## src/design/nrmc_pkg.sv

```systemverilog
// shared types, constants and helpers for the nmea rmc position extractor
`timescale 1ns / 1ps
`default_nettype none

package nrmc_pkg;

	// default sentence and field limits
	localparam int MAX_SENTENCE_DEF = 99;
	localparam int MAX_FIELD_DEF    = 24;

	// sentence header and field numbering
	localparam int HEADER_LEN = 6;
	localparam int COMMA_W    = 3;

	localparam logic [COMMA_W-1:0] FIELD_STATUS = COMMA_W'(2);
	localparam logic [COMMA_W-1:0] FIELD_LAT    = COMMA_W'(3);
	localparam logic [COMMA_W-1:0] FIELD_LON    = COMMA_W'(5);

	// character codes
	localparam logic [7:0] CHAR_DOLLAR  = 8'h24;
	localparam logic [7:0] CHAR_NEWLINE = 8'h0A;
	localparam logic [7:0] CHAR_COMMA   = 8'h2C;
	localparam logic [7:0] CHAR_VOID    = 8'h56;

	typedef enum logic [1:0] {
		KIND_LAT  = 2'd0,
		KIND_LON  = 2'd1,
		KIND_DONE = 2'd2
	} kind_t;

	// one result from the parser toward the output register
	typedef struct packed {
		logic       vld;
		kind_t      kind;
		logic [7:0] char_out;
		logic       fix_valid;
	} nrmc_res_t;

	// expected header byte at a given sentence position
	function automatic logic [7:0] header_byte(input logic [2:0] idx);
		logic [7:0] ch;
		case (idx)
			3'd0: ch = 8'h24; // $
			3'd1: ch = 8'h47; // G
			3'd2: ch = 8'h50; // P
			3'd3: ch = 8'h52; // R
			3'd4: ch = 8'h4D; // M
			3'd5: ch = 8'h43; // C
			default: ch = 8'h00;
		endcase
		return ch;
	endfunction

endpackage

`default_nettype wire

```

## src/design/nrmc_ifs.sv

```systemverilog
// valid/ready channel interfaces for received bytes and extracted results
`timescale 1ns / 1ps
`default_nettype none

interface nrmc_byte_if;
	logic       valid;
	logic       ready;
	logic [7:0] rx_byte;

	modport source (output valid, output rx_byte, input ready);
	modport sink (input valid, input rx_byte, output ready);
endinterface

interface nrmc_res_if;
	import nrmc_pkg::*;

	logic       valid;
	logic       ready;
	kind_t      kind;
	logic [7:0] char_out;
	logic       fix_valid;

	modport source (output valid, output kind, output char_out, output fix_valid, input ready);
	modport sink (input valid, input kind, input char_out, input fix_valid, output ready);
endinterface

`default_nettype wire

```

## src/design/nrmc_in_stage.sv

```systemverilog
// input register holding one received byte for the parser
`timescale 1ns / 1ps
`default_nettype none

module nrmc_in_stage (
	input  wire logic       clk,
	input  wire logic       arst_n,
	nrmc_byte_if.sink       rx,
	input  wire logic       advance,
	output logic            valid_s1,
	output logic [7:0]      byte_s1
);

	logic       valid_s1_r;
	logic [7:0] byte_s1_r;
	logic       take;

	assign rx.ready = !valid_s1_r || advance;
	assign take     = rx.valid && rx.ready;

	always_ff @(posedge clk or negedge arst_n) begin
		if (!arst_n) begin
			valid_s1_r <= 1'b0;
		end else if (rx.ready) begin
			valid_s1_r <= rx.valid;
		end
	end

	always_ff @(posedge clk) begin
		if (take) begin
			byte_s1_r <= rx.rx_byte;
		end
	end

	assign valid_s1 = valid_s1_r;
	assign byte_s1  = byte_s1_r;

endmodule

`default_nettype wire

```

## src/design/nrmc_parse.sv

```systemverilog
// sentence state and per-byte field extraction
`timescale 1ns / 1ps
`default_nettype none

module nrmc_parse #(
	parameter int MAX_SENTENCE = nrmc_pkg::MAX_SENTENCE_DEF,
	parameter int MAX_FIELD    = nrmc_pkg::MAX_FIELD_DEF
) (
	input  wire logic        clk,
	input  wire logic        arst_n,
	input  wire logic        advance,
	input  wire logic [7:0]  byte_s1,
	output nrmc_pkg::nrmc_res_t res
);
	import nrmc_pkg::*;

	localparam int PW = $clog2(MAX_SENTENCE);
	localparam int FW = $clog2(MAX_FIELD + 1);

	logic               in_sent_q,  in_sent_n;
	logic [PW-1:0]      pos_q,      pos_n;
	logic               hdr_ok_q,   hdr_ok_n;
	logic [COMMA_W-1:0] comma_q,    comma_n;
	logic               fix_bad_q,  fix_bad_n;
	logic [FW-1:0]      fcnt_q,     fcnt_n;
	logic               hdr_cur;

	always_comb begin
		in_sent_n = in_sent_q;
		pos_n     = pos_q;
		hdr_ok_n  = hdr_ok_q;
		comma_n   = comma_q;
		fix_bad_n = fix_bad_q;
		fcnt_n    = fcnt_q;
		hdr_cur   = hdr_ok_q;
		res       = '{vld: 1'b0, kind: KIND_LAT, char_out: 8'h00, fix_valid: 1'b0};

		if (!in_sent_q) begin
			if (byte_s1 == CHAR_DOLLAR) begin
				in_sent_n = 1'b1;
				pos_n     = PW'(1);
				hdr_ok_n  = 1'b1;
				comma_n   = '0;
				fix_bad_n = 1'b0;
				fcnt_n    = '0;
			end
		end else if (byte_s1 == CHAR_NEWLINE || pos_q >= PW'(MAX_SENTENCE - 1)) begin
			// end of sentence: report only for a full rmc header
			in_sent_n = 1'b0;
			pos_n     = '0;
			if (hdr_ok_q && pos_q >= PW'(HEADER_LEN)) begin
				res = '{vld: 1'b1, kind: KIND_DONE, char_out: 8'h00, fix_valid: !fix_bad_q};
			end
		end else begin
			if (pos_q < PW'(HEADER_LEN) && byte_s1 != header_byte(pos_q[2:0])) begin
				hdr_cur = 1'b0;
			end
			hdr_ok_n = hdr_cur;
			pos_n    = pos_q + PW'(1);

			if (byte_s1 == CHAR_COMMA) begin
				// saturating field number, only small values matter
				if (comma_q != '1) begin
					comma_n = comma_q + COMMA_W'(1);
				end
				fcnt_n = '0;
			end else if (hdr_cur && !fix_bad_q) begin
				if (comma_q == FIELD_STATUS) begin
					if (byte_s1 == CHAR_VOID) begin
						fix_bad_n = 1'b1;
					end
				end else if ((comma_q == FIELD_LAT || comma_q == FIELD_LON)
				             && fcnt_q < FW'(MAX_FIELD)) begin
					fcnt_n = fcnt_q + FW'(1);
					res = '{vld: 1'b1,
					        kind: (comma_q == FIELD_LAT) ? KIND_LAT : KIND_LON,
					        char_out: byte_s1, fix_valid: 1'b0};
				end
			end
		end
	end

	always_ff @(posedge clk or negedge arst_n) begin
		if (!arst_n) begin
			in_sent_q <= 1'b0;
			pos_q     <= '0;
			hdr_ok_q  <= 1'b1;
			comma_q   <= '0;
			fix_bad_q <= 1'b0;
			fcnt_q    <= '0;
		end else if (advance) begin
			in_sent_q <= in_sent_n;
			pos_q     <= pos_n;
			hdr_ok_q  <= hdr_ok_n;
			comma_q   <= comma_n;
			fix_bad_q <= fix_bad_n;
			fcnt_q    <= fcnt_n;
		end
	end

endmodule

`default_nettype wire

```

## src/design/nrmc_out_stage.sv

```systemverilog
// result register driving the output channel
`timescale 1ns / 1ps
`default_nettype none

module nrmc_out_stage (
	input  wire logic                 clk,
	input  wire logic                 arst_n,
	input  wire nrmc_pkg::nrmc_res_t  res_in,
	input  wire logic                 advance,
	output logic                      free,
	nrmc_res_if.source                res
);
	import nrmc_pkg::*;

	logic       valid_q;
	kind_t      kind_q;
	logic [7:0] char_q;
	logic       fix_q;

	assign free = !valid_q || res.ready;

	always_ff @(posedge clk or negedge arst_n) begin
		if (!arst_n) begin
			valid_q <= 1'b0;
		end else if (advance) begin
			valid_q <= res_in.vld;
		end else if (res.ready) begin
			valid_q <= 1'b0;
		end
	end

	always_ff @(posedge clk) begin
		if (advance && res_in.vld) begin
			kind_q <= res_in.kind;
			char_q <= res_in.char_out;
			fix_q  <= res_in.fix_valid;
		end
	end

	assign res.valid     = valid_q;
	assign res.kind      = kind_q;
	assign res.char_out  = char_q;
	assign res.fix_valid = fix_q;

endmodule

`default_nettype wire

```

## src/design/nmea_rmc_position_extractor_core.sv

```systemverilog
// top level of the nmea rmc position extractor
`timescale 1ns / 1ps
`default_nettype none

// Takes one received serial byte per transaction on rx and returns latitude
// and longitude characters of "$GPRMC" sentences on res, followed by one done
// transaction per rmc sentence that carries the fix flag (0 after a 'V' in the
// status field). A sentence opens on '$' and closes on a newline or on its
// MAX_SENTENCE-th byte; sentences with any other header give nothing. Each
// field yields at most MAX_FIELD characters. Throughput is one byte per clock
// cycle while res is not stalled. A byte that yields a result passes through a
// byte register in front of the parser and a result register behind it, with
// one pass of parser logic in between. When the result register is full and
// res.ready is low, rx.ready drops as soon as a byte waits in the byte
// register; otherwise rx is ready every cycle.

module nmea_rmc_position_extractor_core #(
	parameter int MAX_SENTENCE = nrmc_pkg::MAX_SENTENCE_DEF,
	parameter int MAX_FIELD    = nrmc_pkg::MAX_FIELD_DEF
) (
	input  wire logic   clk,
	input  wire logic   arst_n,
	nrmc_byte_if.sink   rx,
	nrmc_res_if.source  res
);
	import nrmc_pkg::*;

	logic       valid_s1;
	logic [7:0] byte_s1;
	logic       out_free;
	logic       advance;
	nrmc_res_t  parse_res;

	// the parser steps whenever a byte waits and the result register can take it
	assign advance = valid_s1 && out_free;

	nrmc_in_stage u_in (
		.clk      (clk),
		.arst_n   (arst_n),
		.rx       (rx),
		.advance  (advance),
		.valid_s1 (valid_s1),
		.byte_s1  (byte_s1)
	);

	// sentence tracking and extraction
	nrmc_parse #(
		.MAX_SENTENCE (MAX_SENTENCE),
		.MAX_FIELD    (MAX_FIELD)
	) u_parse (
		.clk     (clk),
		.arst_n  (arst_n),
		.advance (advance),
		.byte_s1 (byte_s1),
		.res     (parse_res)
	);

	// result register, drained by the downstream consumer
	nrmc_out_stage u_out (
		.clk     (clk),
		.arst_n  (arst_n),
		.res_in  (parse_res),
		.advance (advance),
		.free    (out_free),
		.res     (res)
	);

endmodule

`default_nettype wire

```

## src/flat_wrapper.sv

```systemverilog
// flat-port wrapper written by rule: the top's interface ports become plain ports
module nmea_rmc_position_extractor_core_flat import nrmc_pkg::*;
#(
	parameter int MAX_SENTENCE = nrmc_pkg::MAX_SENTENCE_DEF,
	parameter int MAX_FIELD    = nrmc_pkg::MAX_FIELD_DEF
)
  (clk, arst_n, rx_valid, rx_rx_byte, rx_ready, res_valid, res_kind, res_char_out, res_fix_valid, res_ready);
  nrmc_byte_if rx_i ();
  nrmc_res_if res_i ();
  input  wire logic clk;
  input  wire logic arst_n;
  input wire logic [$bits(rx_i.valid)-1:0] rx_valid;
  input wire logic [$bits(rx_i.rx_byte)-1:0] rx_rx_byte;
  output wire logic [$bits(rx_i.ready)-1:0] rx_ready;
  output wire logic [$bits(res_i.valid)-1:0] res_valid;
  output wire logic [$bits(res_i.kind)-1:0] res_kind;
  output wire logic [$bits(res_i.char_out)-1:0] res_char_out;
  output wire logic [$bits(res_i.fix_valid)-1:0] res_fix_valid;
  input wire logic [$bits(res_i.ready)-1:0] res_ready;
  assign rx_i.valid = rx_valid;
  assign rx_i.rx_byte = rx_rx_byte;
  assign rx_ready = rx_i.ready;
  assign res_valid = res_i.valid;
  assign res_kind = res_i.kind;
  assign res_char_out = res_i.char_out;
  assign res_fix_valid = res_i.fix_valid;
  assign res_i.ready = res_ready;
  nmea_rmc_position_extractor_core #(.MAX_SENTENCE(MAX_SENTENCE), .MAX_FIELD(MAX_FIELD)) u_core (.clk(clk), .arst_n(arst_n), .rx(rx_i), .res(res_i));
endmodule
```

## config.mk

```make
export PLATFORM = sky130hd
export DESIGN_NAME = nmea_rmc_position_extractor_core_flat
export DESIGN_NICKNAME = d
export VERILOG_FILES = /design/src/design/nrmc_pkg.sv /design/src/design/nrmc_ifs.sv /design/src/design/nrmc_in_stage.sv /design/src/design/nrmc_parse.sv /design/src/design/nrmc_out_stage.sv /design/src/design/nmea_rmc_position_extractor_core.sv /design/src/flat_wrapper.sv
export SDC_FILE = /design/constraint.sdc
export NUM_CORES = 1
export LEC_CHECK = 0
export BUFFER_PORTS_ARGS = -buffer_cell sky130_fd_sc_hd__buf_2
export CORE_ASPECT_RATIO = 0.9
export CORE_MARGIN = 2
export CORE_UTILIZATION = 63
export CTS_BUF_LIST = sky130_fd_sc_hd__clkbuf_4 sky130_fd_sc_hd__clkbuf_8 sky130_fd_sc_hd__clkbuf_16
export CTS_CLUSTER_DIAMETER = 150
export DETAILED_ROUTE_END_ITERATION = 7
export PLACE_DENSITY = 0.94
export SLEW_MARGIN = 10
export SYNTH_ARGS = -nofsm -noshare
export SYNTH_HDL_FRONTEND = slang
export SYNTH_SLANG_ARGS = --single-unit
```

## constraint.sdc

```tcl
create_clock -name clk -period 5.2 [get_ports clk]
set_clock_uncertainty 0.05 [all_clocks]
set_input_delay 0.26 -clock clk [delete_from_list [all_inputs] [get_ports clk]]
set_output_delay 0.26 -clock clk [all_outputs]
set_load 0.01 [all_outputs]
```

==> flow_summary.toml, run 1 <==
[route]
post_drt_wl_per_cell_um = 18.54
drt_pass1_iterations = 5
drc_errors = 0
vias = 1820
final_antenna_net_count = 0
drt_wl_total_um = 5339
drt_iter0_drc = 170
via_per_inst = 6.319

[timing]
fmax_mhz = 296.3
worstMarginPinSlew_ns = 0.9627
post-route-period-util_pct = 64.90
layout_min_cycle_time_ns = 3.375
finalSetupTns_ns = 0
rsz0062_at_grt = "no"
setup_viol = 0
drv_slew = 0
layout_setup_ws_ns = 1.825
hold_viol = 0
max-slew-margin-rel_pct = 35.58

[synth]
yosysWarnings = 0
async_flop_share_pct = 51.28
syn_inst = 214
synth_area_per_cell_um2 = 10.57
ys_seq_area_share_pct = 47.40
synth_area_leaders = "edfxtp_1, dfrtp_1, ha_1, nand2_1, nand3_1"
synth-seq-cells = 39
synth_area_um2 = 2262
yosysUniqueCellTypes = 56
synth_common_cells = "dfrtp_1, edfxtp_1, nand2_1, ha_1, nand3_1"
yosysTopAreaCell = "edfxtp_1"
synth_edf_count = 19
synth.top_cell.area_share_pct = 25.22
syn-num-nets = 243
ys.flop_type = "edfxtp_1"

[floorplanning]
dieArea_um2 = 4087
core_area_um2 = 3403
ios = 25
rows = 20
initial_utilization_pct = 66.47
die_h_um = 60.85
die_w_um = 67.17

[worst_setup_path]
reg2reg_setup_slack_ns = 1.83
crit_type = "register to register"
ff2ff_path_depth = 8
critical_path_required_ns = 5.08
reg2reg_to = "u_core.u_out.res.kind[1]"
rr_startpoint = "u_core.u_parse.pos_q[1]"
end_kind = "register"
crit_path_start_kind = "register"
critPathMaxFanout = 11
critPathArrivalTime_ns = 3.25

[status]
outcome = "finished clean"

[global_routing]
grt_max_degree = 21
grt_overflow_total = 0
grt_pass1_wl_um = 8576
grt_pass1_vias = 1819
grt_antenna_before_repair = 0
track_usage_pct = 29.56

[hold_path]
hold_path_class = "primary input to register"
hp-start = "rx_rx_byte[5]"
worstHoldEndpoint = "u_core.u_in.byte_s1[5]"
worstHoldPathCells = 1

[finish]
final_design_area_no_fill_um2 = 2544
utilization_pct = 74.74
nets = 272
nFillCells = 236
antennaDiodeCount = 0
drive_gt1_share_pct = 19.26
area_growth_pct = 12.44

[placed_design]
place_area_um2 = 2417
pre_cts_ws_ns = 1.874
place.detailed.hpwl_um = 3963
io_buffer_count = 24
place_congestion = 0.9327

[clock_network]
clkLatencyLatePin_ns = 0.30
clock-sinks = 39
clockRootBuffer = "clkbuf_8"
cts_buffers = 5
path_clk_slew_ns = 0.08
cts_tree = "yes"
cts_buffer_depth = 2
htreeDepth = 2
cts_setup_buffers = 0

[power_and_ir_drop]
p_leak_uw = 0.001132
p_per_area_nw_per_um2 = 381.4
ir_drop_mv = 0.2749
power_uw = 970.2

[flow_run]
cap_violations = 0
## metrics by stage
stage,instances,hold slack (ns)
after floorplan,214,-0.08559
after global placement,279,0.1797
after detailed placement,279,0.1949
after CTS,288,0.07897
after global routing,288,0.05922
final,288,0.07761
## layout make-up
cell class	instances	area, um^2	area share [%]
clock buffer	5	68.82	2.705
timing repair buffer	25	130.1	5.116
clock inverter	3	47.55	1.869
tap	44	55.05	2.164
sequential	39	1072	42.15
multi-input combinational	164	1140	44.81
inverter	8	30.03	1.181
## logic make-up after synthesis
| family | share of synthesized area (%) |
|---|---|
| adders and majority gates | 9.402 |
| AOI/OAI and AO/OA | 13.83 |
| and+or+nand+nor | 24.78 |
| xor gates and xnor gates | 1.936 |
| buffers and inverters | 2.212 |
| muxes | 0.4425 |
| DFF | 47.40 |
## what timing repair did
| action | 4_1_cts | 5_1_grt |
|---|---|---|
| endpoints found under the hold margin | 19 | 0 |
| gates resized for setup | 0 | 0 |
| hold buffers | 1 | 0 |
## per-layer routing
metal | wire (um) | up-vias | track usage [%]
met2 | 2689 | 71 | 47.95
met4 | 96 | 0 | 11.95
met5 | 0 | - | 0
li1 | - | 848 | -
met3 | 353 | 12 | 8.534
met1 | 2199 | 889 | 37.74
## critical path, cell delays in order (launching register included)
cell and delay [ns]:
dfrtp_1 0.47, inv_1 0.23, ha_1 0.24, nor3b_1 0.31, xnor2_1 0.18, o21ai_2 0.09, nor4b_4 0.46, nor2_1 0.19
nor2_1 0.78
## worst max path at each step
stage / cells after the start / from / end
5_1_grt: 8 / u_core.u_parse.pos_q[1] / u_core.u_out.res.fix_valid
6_report: 8 / u_core.u_parse.pos_q[1] / u_core.u_out.res.kind[1]
3_3_place_gp: 7 / u_core.u_parse.pos_q[2] / u_core.u_out.res.fix_valid
4_1_cts: 8 / u_core.u_parse.pos_q[1] / u_core.u_out.res.kind[1]
2_1_floorplan: 8 / u_core.u_parse.pos_q[2] / u_core.u_out.res.char_out[0]
3_5_place_dp: 8 / u_core.u_parse.pos_q[1] / u_core.u_out.res.fix_valid
## flip-flops by register name (all words and copies together) (netlist names)
name and flops:
u_core.u_out.res.kind 2, u_core.u_out.res.fix_valid 1, u_core.u_out.res.valid 1, u_core.u_parse.hdr_ok_q 1, u_core.u_parse.comma_q 3, u_core.u_parse.pos_q 7, u_core.u_parse.fix_bad_q 1, u_core.u_out.res.char_out 8
u_core.u_in.valid_s1 1, u_core.u_in.byte_s1 8, u_core.u_parse.fcnt_q 5, u_core.u_parse.in_sent_q 1
## power breakdown
group	switching (uW)	internal [uW]	leakage, uW	total (uW)
Sequential	66.8	364	0.000466	430
Combinational	166	111	0.000607	277
Clock	117	145	0.0000587	263
Total	350	620	0.00113	970
## cell usage in the layout (no fill, tap or decap), types with 8 or more instances in the layout
master,synthesis,routed
edfxtp_1,19,19
nand3_1,13,13
nand2_1,19,19
nor2_1,11,11
ha_1,17,17
buf_2,1,24
nor3_1,8,8
inv_1,8,8
and2_1,9,9
o21ai_0,11,11
dfrtp_1,19,19
Power figures use the tool's default switching activity.
==> run 2, diff against run 1 <==
Settings changed: ABC_AREA from default to 1, CORE_UTILIZATION 63 to 52, PLACE_DENSITY 0.94 to 0.84.
Clock period 5.2 ns to 2.85 ns, I/O delays scaled along.
==> run 2 against run 1 <==
Against the previous run:
- routed wire length decreased by 19%
- via count decreased by 1.9%
- die area increased by 19%
- critical path depth increased by 5
- register-to-register slack got worse by 1.5 ns
- hold slack got worse by 0.047 ns
- cell count increased by 23%
- sequential share of layout area decreased by 0.95 points
- critical path type unchanged
==> flow_summary.toml, run 2 <==
[timing]
max-slew-margin-rel_pct = 70.46
drv_slew = 0
fmax_mhz = 395.7
rsz0062_at_grt = "no"
hold_viol = 0
layout_min_cycle_time_ns = 2.527
post-route-period-util_pct = 88.67
finalSetupTns_ns = 0
setup_viol = 0
worstMarginPinSlew_ns = 0.4430

[worst_setup_path]
critPathMaxFanout = 11
critical_path.cell_chain = "inv_1, ha_1, nand3b_1, nand2_1, nand2_1, nand2_1, nor2_1, nand2_1, nand2_2, nand2_2, nand2_1, nand2_1, inv_1"
critical_path_required_ns = 2.75
end_kind = "register"
critPathArrivalTime_ns = 2.43
max_stage_delay_ns = 0.45
cp_common_cell = "nand2_1"
crit_type = "register to register"
crit_slowest_cell = "dfrtp_1"
crit_path_start_kind = "register"

[synth]
synth_common_cells = "nand2_1, inv_1, nor2_1, nand3_1"
synth_area_per_cell_um2 = 8.498
yosysTopAreaCell = "edfxtp_1"
yosysUniqueCellTypes = 27
yosysMostFrequentCell = "nand2_1"
synth_area_um2 = 2243
syn_inst = 264
synth-seq-cells = 39
synth_area_leaders = "edfxtp_1, dfrtp_1, nand2_1, ha_1, inv_1"
syn-num-nets = 293
ys.flop_type = "edfxtp_1"
yosysWarnings = 0
synth.top_cell.area_share_pct = 25.43
synth_edf_count = 19
ys_seq_area_share_pct = 47.80
async_flop_share_pct = 51.28

[route]
final_antenna_net_count = 0
drc_errors = 0
drt_wl_total_um = 4315
drt_pass1_iterations = 4
vias = 1786
post_drt_wl_per_cell_um = 12.22
via_per_inst = 5.059
drt_iter0_drc = 75

[clock_network]
cts_tree = "yes"
ctsResizeCount = 0
htreeDepth = 2
cts_buffer_depth = 2
clockRootBuffer = "clkbuf_8"
path_clk_slew_ns = 0.08
cts_setup_buffers = 0
clkLatencyLatePin_ns = 0.29
clock-sinks = 39
cts_buffers = 5

[finish]
antennaDiodeCount = 0
final_common_cell = "nand2_1"
area_growth_pct = 16.01
nets = 333
final_cell_mix = "nand2_1, inv_1, nor2_1"
utilization_pct = 63.45
drive_gt1_share_pct = 17.05

[floorplanning]
ios = 25
die_w_um = 73.24
dieArea_um2 = 4856
core_area_um2 = 4101
die_h_um = 66.31
rows = 22
initial_utilization_pct = 54.70

[power_and_ir_drop]
pwr-share-seq_pct = 45.2
p_int_uw = 1034
p_leak_uw = 0.001290
clock_power_share_pct = 22.8
comb_power_share_pct = 32.0
p_sw_share_pct = 36.35
power.switching_uw = 590.4
p_per_area_nw_per_um2 = 624.1
ir_drop_mv = 0.4633

[placed_design]
place.detailed.hpwl_um = 3276
io_buffer_count = 24
place_congestion = 0.8854

[status]
outcome = "finished clean"

[global_routing]
track_usage_pct = 20.59
grt_pass1_vias = 1739
grt_overflow_total = 0
grt_pass1_wl_um = 7638
grt_antenna_before_repair = 0
grt_max_degree = 21

[flow_run]
cap_violations = 0

[hold_path]
hold_path_class = "primary input to register"
[run 2: cell count changes in the layout (fill, tap and decap cells not counted), moves of 4 or more]
cell           delta
nor2_1           +24
nor2b_1           -4
and2_1            -9
nand2b_1          -6
dlygate4sd3_1     +8
nand2_1          +41
nor3_1            -5
inv_1            +31
nand3_1          +10
nand2_2           +4
[run 2: power groups by stage]
stage / Clock [uW] / Combinational (uW) / Sequential, uW
after floorplan: 0 / 406 / 724
after global placement: 0 / 493 / 742
after detailed placement: 0 / 508 / 744
after CTS: 377 / 522 / 734
after global routing: 398 / 613 / 748
final: 370 / 520 / 734
[run 2: layer usage]
metal	routed length [um]	vias up	part of all wire, %	GRT usage (%)
met1	2121	821	49	27.65
met5	0	-	0	0
li1	-	923	-	-
met3	142	8	3.3	3.811
met4	72	0	1.7	8.102
met2	1979	34	46	32.77
[run 2: timing repair]
item	4_1_cts	5_1_grt
endpoints found under the setup margin	0	0
hold buffers	9	0
hold endpoints to repair	27	0
[run 2: cell families (layout without fill, tap and decap cells)]
family          count (synthesis)  after routing  share of synthesized area [%]
xor+xnor                        3              3                          1.171
simple gates                  143            143                          29.73
fa+ha+maj                      17             17                          9.481
compound gates                 20             20                          4.685
flops                          39             39                          47.80
buf+inv                        42             83                          7.139
[run 2: worst paths after layout]
check	startpoint	to	slack (ns)	depth (start not counted)
setup reg to reg	u_core.u_parse.pos_q[1]	u_core.u_out.res.char_out[2]	0.32	13
max in group asynchronous	arst_n	u_core.u_parse.hdr_ok_q	2.15	2
hold reg to reg	u_core.u_parse.hdr_ok_q	u_core.u_parse.hdr_ok_q	0.48	2
hold / removal	rx_valid	u_core.u_in.valid_s1	0.03	3
setup / recovery	u_core.u_parse.pos_q[1]	u_core.u_out.res.char_out[2]	0.32	13
min in group asynchronous	arst_n	u_core.u_parse.comma_q[0]	0.27	2
[run 2: area by class of cell]
class | count | area (um^2)
Clock inverter | 2 | 12.51
Inverter | 42 | 160.2
Clock buffer | 6 | 76.32
Fill cell | 362 | 1499
Multi-Input combinational cell | 183 | 1011
Tap cell | 48 | 60.06
Sequential cell | 39 | 1072
Timing Repair Buffer | 33 | 210.2
[run 2: worst max-delay path, delay by kind of cell, from the launching register on]
kind,cells,cell delay (ns)
fa+ha+maj,1,0.26
flops,1,0.45
simple gates,10,0.89
buf+inv,2,0.53
[run 2: metrics by stage]
| step | cell area (um^2) | power, uW | hold WS, ns | setup WS, ns | std cells |
|---|---|---|---|---|---|
| 6_report | 2603 | 1624 | 0.03087 | 0.3228 | 353 |
| 5_1_grt | 2603 | 1759 | 0.04094 | 0.04734 | 353 |
| 4_1_cts | 2603 | 1633 | 0.03111 | 0.2987 | 353 |
| 3_5_place_dp | 2424 | 1252 | 0.06576 | 0.3131 | 336 |
| 3_3_place_gp | 2424 | 1236 | 0.06640 | 0.3935 | 336 |
| 2_1_floorplan | 2243 | 1130 | -0.2031 | 0.6579 | 264 |
==> run 3, diff against run 2 <==
Settings changed: CORE_MARGIN 2 to default.
==> run 3 against run 2 <==
Against the previous run:
- the flow now finishes with violations (design-rule violations)
- first-iteration DRC count grew 40%
- sequential share of layout area shrank 0.29 points
- register-to-register slack about the same
- combinational power up 0.8%
- global-route usage up 1.5 points
- clock power increased by 24%
- die area decreased by 5.7%
- clock-buffer cell count is 1 lower
- maximum frequency is 0.11% lower
- sequential power is essentially flat
- power rose by 5.6%
- via count rose by 1.9%
==> flow_summary.toml, run 3 (synthesized netlist as in run 2, its figures left out) <==
[power_and_ir_drop]
p_int_uw = 1110
ir_drop_mv = 0.4085
p_leak_uw = 0.001301
power.switching_uw = 605.8
comb_power_share_pct = 30.5
clock_power_share_pct = 26.7
p_per_area_nw_per_um2 = 654.7
pwr-share-seq_pct = 42.8
p_sw_share_pct = 35.30

[timing]
fmax_mhz = 395.3
setup_viol = 0
drv_slew = 0
post-route-period-util_pct = 88.77
hold_viol = 0
max-slew-margin-rel_pct = 68.87
rsz0062_at_grt = "no"
finalSetupTns_ns = 0
worstMarginPinSlew_ns = 0.4670
layout_min_cycle_time_ns = 2.530

[placed_design]
place_congestion = 0.9281
io_buffer_count = 24
place_area_um2 = 2424
place.detailed.hpwl_um = 3325

[finish]
nFillCells = 332
final-seq-area_um2 = 1072
final_common_cell = "nand2_1"
multi_input_area_um2 = 1011
nets = 333
final_cell_mix = "nand2_1, inv_1, nor2_1"
final_design_area_no_fill_um2 = 2621
area_growth_pct = 16.84
drive_gt1_share_pct = 16.72
utilization_pct = 63.91
antennaDiodeCount = 0

[floorplanning]
rows = 22
ios = 25
core_area_um2 = 4101
initial_utilization_pct = 54.70
die_h_um = 64.31
dieArea_um2 = 4581
die_w_um = 71.24

[route]
vias = 1820
drt_pass1_iterations = 6
drt_wl_total_um = 4454
drt_iter0_drc = 105
drc_errors = 4
post_drt_wl_per_cell_um = 12.62
final_antenna_net_count = 0
via_per_inst = 5.156

[global_routing]
track_usage_pct = 22.07
grt_overflow_total = 0
grt_antenna_before_repair = 0
grt_pass1_vias = 1743
grt_pass1_wl_um = 7803
grt_max_degree = 21

[worst_setup_path]
critical_path_required_ns = 2.77
critPathMaxFanout = 11
end_kind = "register"
crit_path_start_kind = "register"
critPathArrivalTime_ns = 2.45
reg2reg_setup_slack_ns = 0.32
crit_type = "register to register"

[clock_network]
cts_buffer_depth = 2
clkLatencyLatePin_ns = 0.30
cts_tree = "yes"
clock-sinks = 39
cts_buffers = 5
path_clk_slew_ns = 0.08
clockRootBuffer = "clkbuf_8"
htreeDepth = 2

[hold_path]
hold_path_class = "primary input to register"

[status]
failed_checks = "design-rule violations"
outcome = "finished, violations left"

[flow_run]
cap_violations = 0
run 3: changes by cell type in the layout (fill, tap and decap cells not counted), sizes merged:
| cell | before | now |
|---|---|---|
| clkinv | 1 | 2 |
| clkinvlp | 1 | 0 |
| clkbuf | 6 | 5 |
| bufinv | 0 | 1 |
run 3: critical path, cell delays in order, from the launching register on:
cell and delay, ns:
dfrtp_1 0.45, inv_1 0.24, ha_1 0.20, inv_1 0.04
a21oi_1 0.16, nand2_1 0.07, nand2_1 0.06, nand2_1 0.06
nor2_1 0.10, nand2_1 0.07, nand2_2 0.11, nand2_2 0.13
nand2_1 0.08, nand2_1 0.06, inv_1 0.30
run 3: what timing repair did:
item,CTS,global route
buffers inserted,0,0
gates resized for setup,0,0
hold buffers,9,0
hold endpoints to repair,27,0
run 3: final cells by class:
| type | count | share of cell area [%] |
|---|---|---|
| Sequential cell | 39 | 40.91 |
| Multi-Input combinational cell | 183 | 38.57 |
| Timing Repair Buffer | 33 | 8.019 |
| Inverter | 42 | 6.110 |
| Clock buffer | 5 | 2.625 |
| Tap cell | 48 | 2.291 |
| Clock inverter | 3 | 1.480 |
run 3: final timing paths:
check                                         from                           end  cells past startpoint
min in group asynchronous                   arst_n     u_core.u_parse.comma_q[0]                      2
max                        u_core.u_parse.pos_q[1]  u_core.u_out.res.char_out[4]                     14
max in group asynchronous                   arst_n       u_core.u_parse.hdr_ok_q                      2
min reg2reg                u_core.u_parse.hdr_ok_q       u_core.u_parse.hdr_ok_q                      2
max reg2reg                u_core.u_parse.pos_q[1]  u_core.u_out.res.char_out[4]                     14
min                                       rx_valid          u_core.u_in.valid_s1                      3
run 3: metal layers:
metal | vias to the layer above | GRT usage [%] | routed length [um]
li1 | 928 | - | -
met1 | 835 | 29.44 | 2085
met2 | 53 | 35.83 | 2157
met3 | 4 | 4.259 | 173
met4 | 0 | 7.750 | 37
met5 | - | 0 | 0
run 3: power by group through the flow:
stage / clock [uW] / sequential, uW / combinational, uW
2_1_floorplan: 0 / 724 / 406
3_3_place_gp: 0 / 741 / 490
3_5_place_dp: 0 / 744 / 509
4_1_cts: 464 / 733 / 527
5_1_grt: 487 / 746 / 616
6_report: 458 / 734 / 524
run 3: through the flow:
step | hold WS (ns) | setup WS (ns) | std cells | power (uW)
global route | 0.07374 | 0.02785 | 353 | 1849
finish | 0.02841 | 0.3201 | 353 | 1716
CTS | 0.04789 | 0.3225 | 353 | 1724
global placement | 0.06562 | 0.4050 | 336 | 1231
detailed placement | 0.07039 | 0.3343 | 336 | 1253
floorplan | -0.2031 | 0.6579 | 264 | 1130
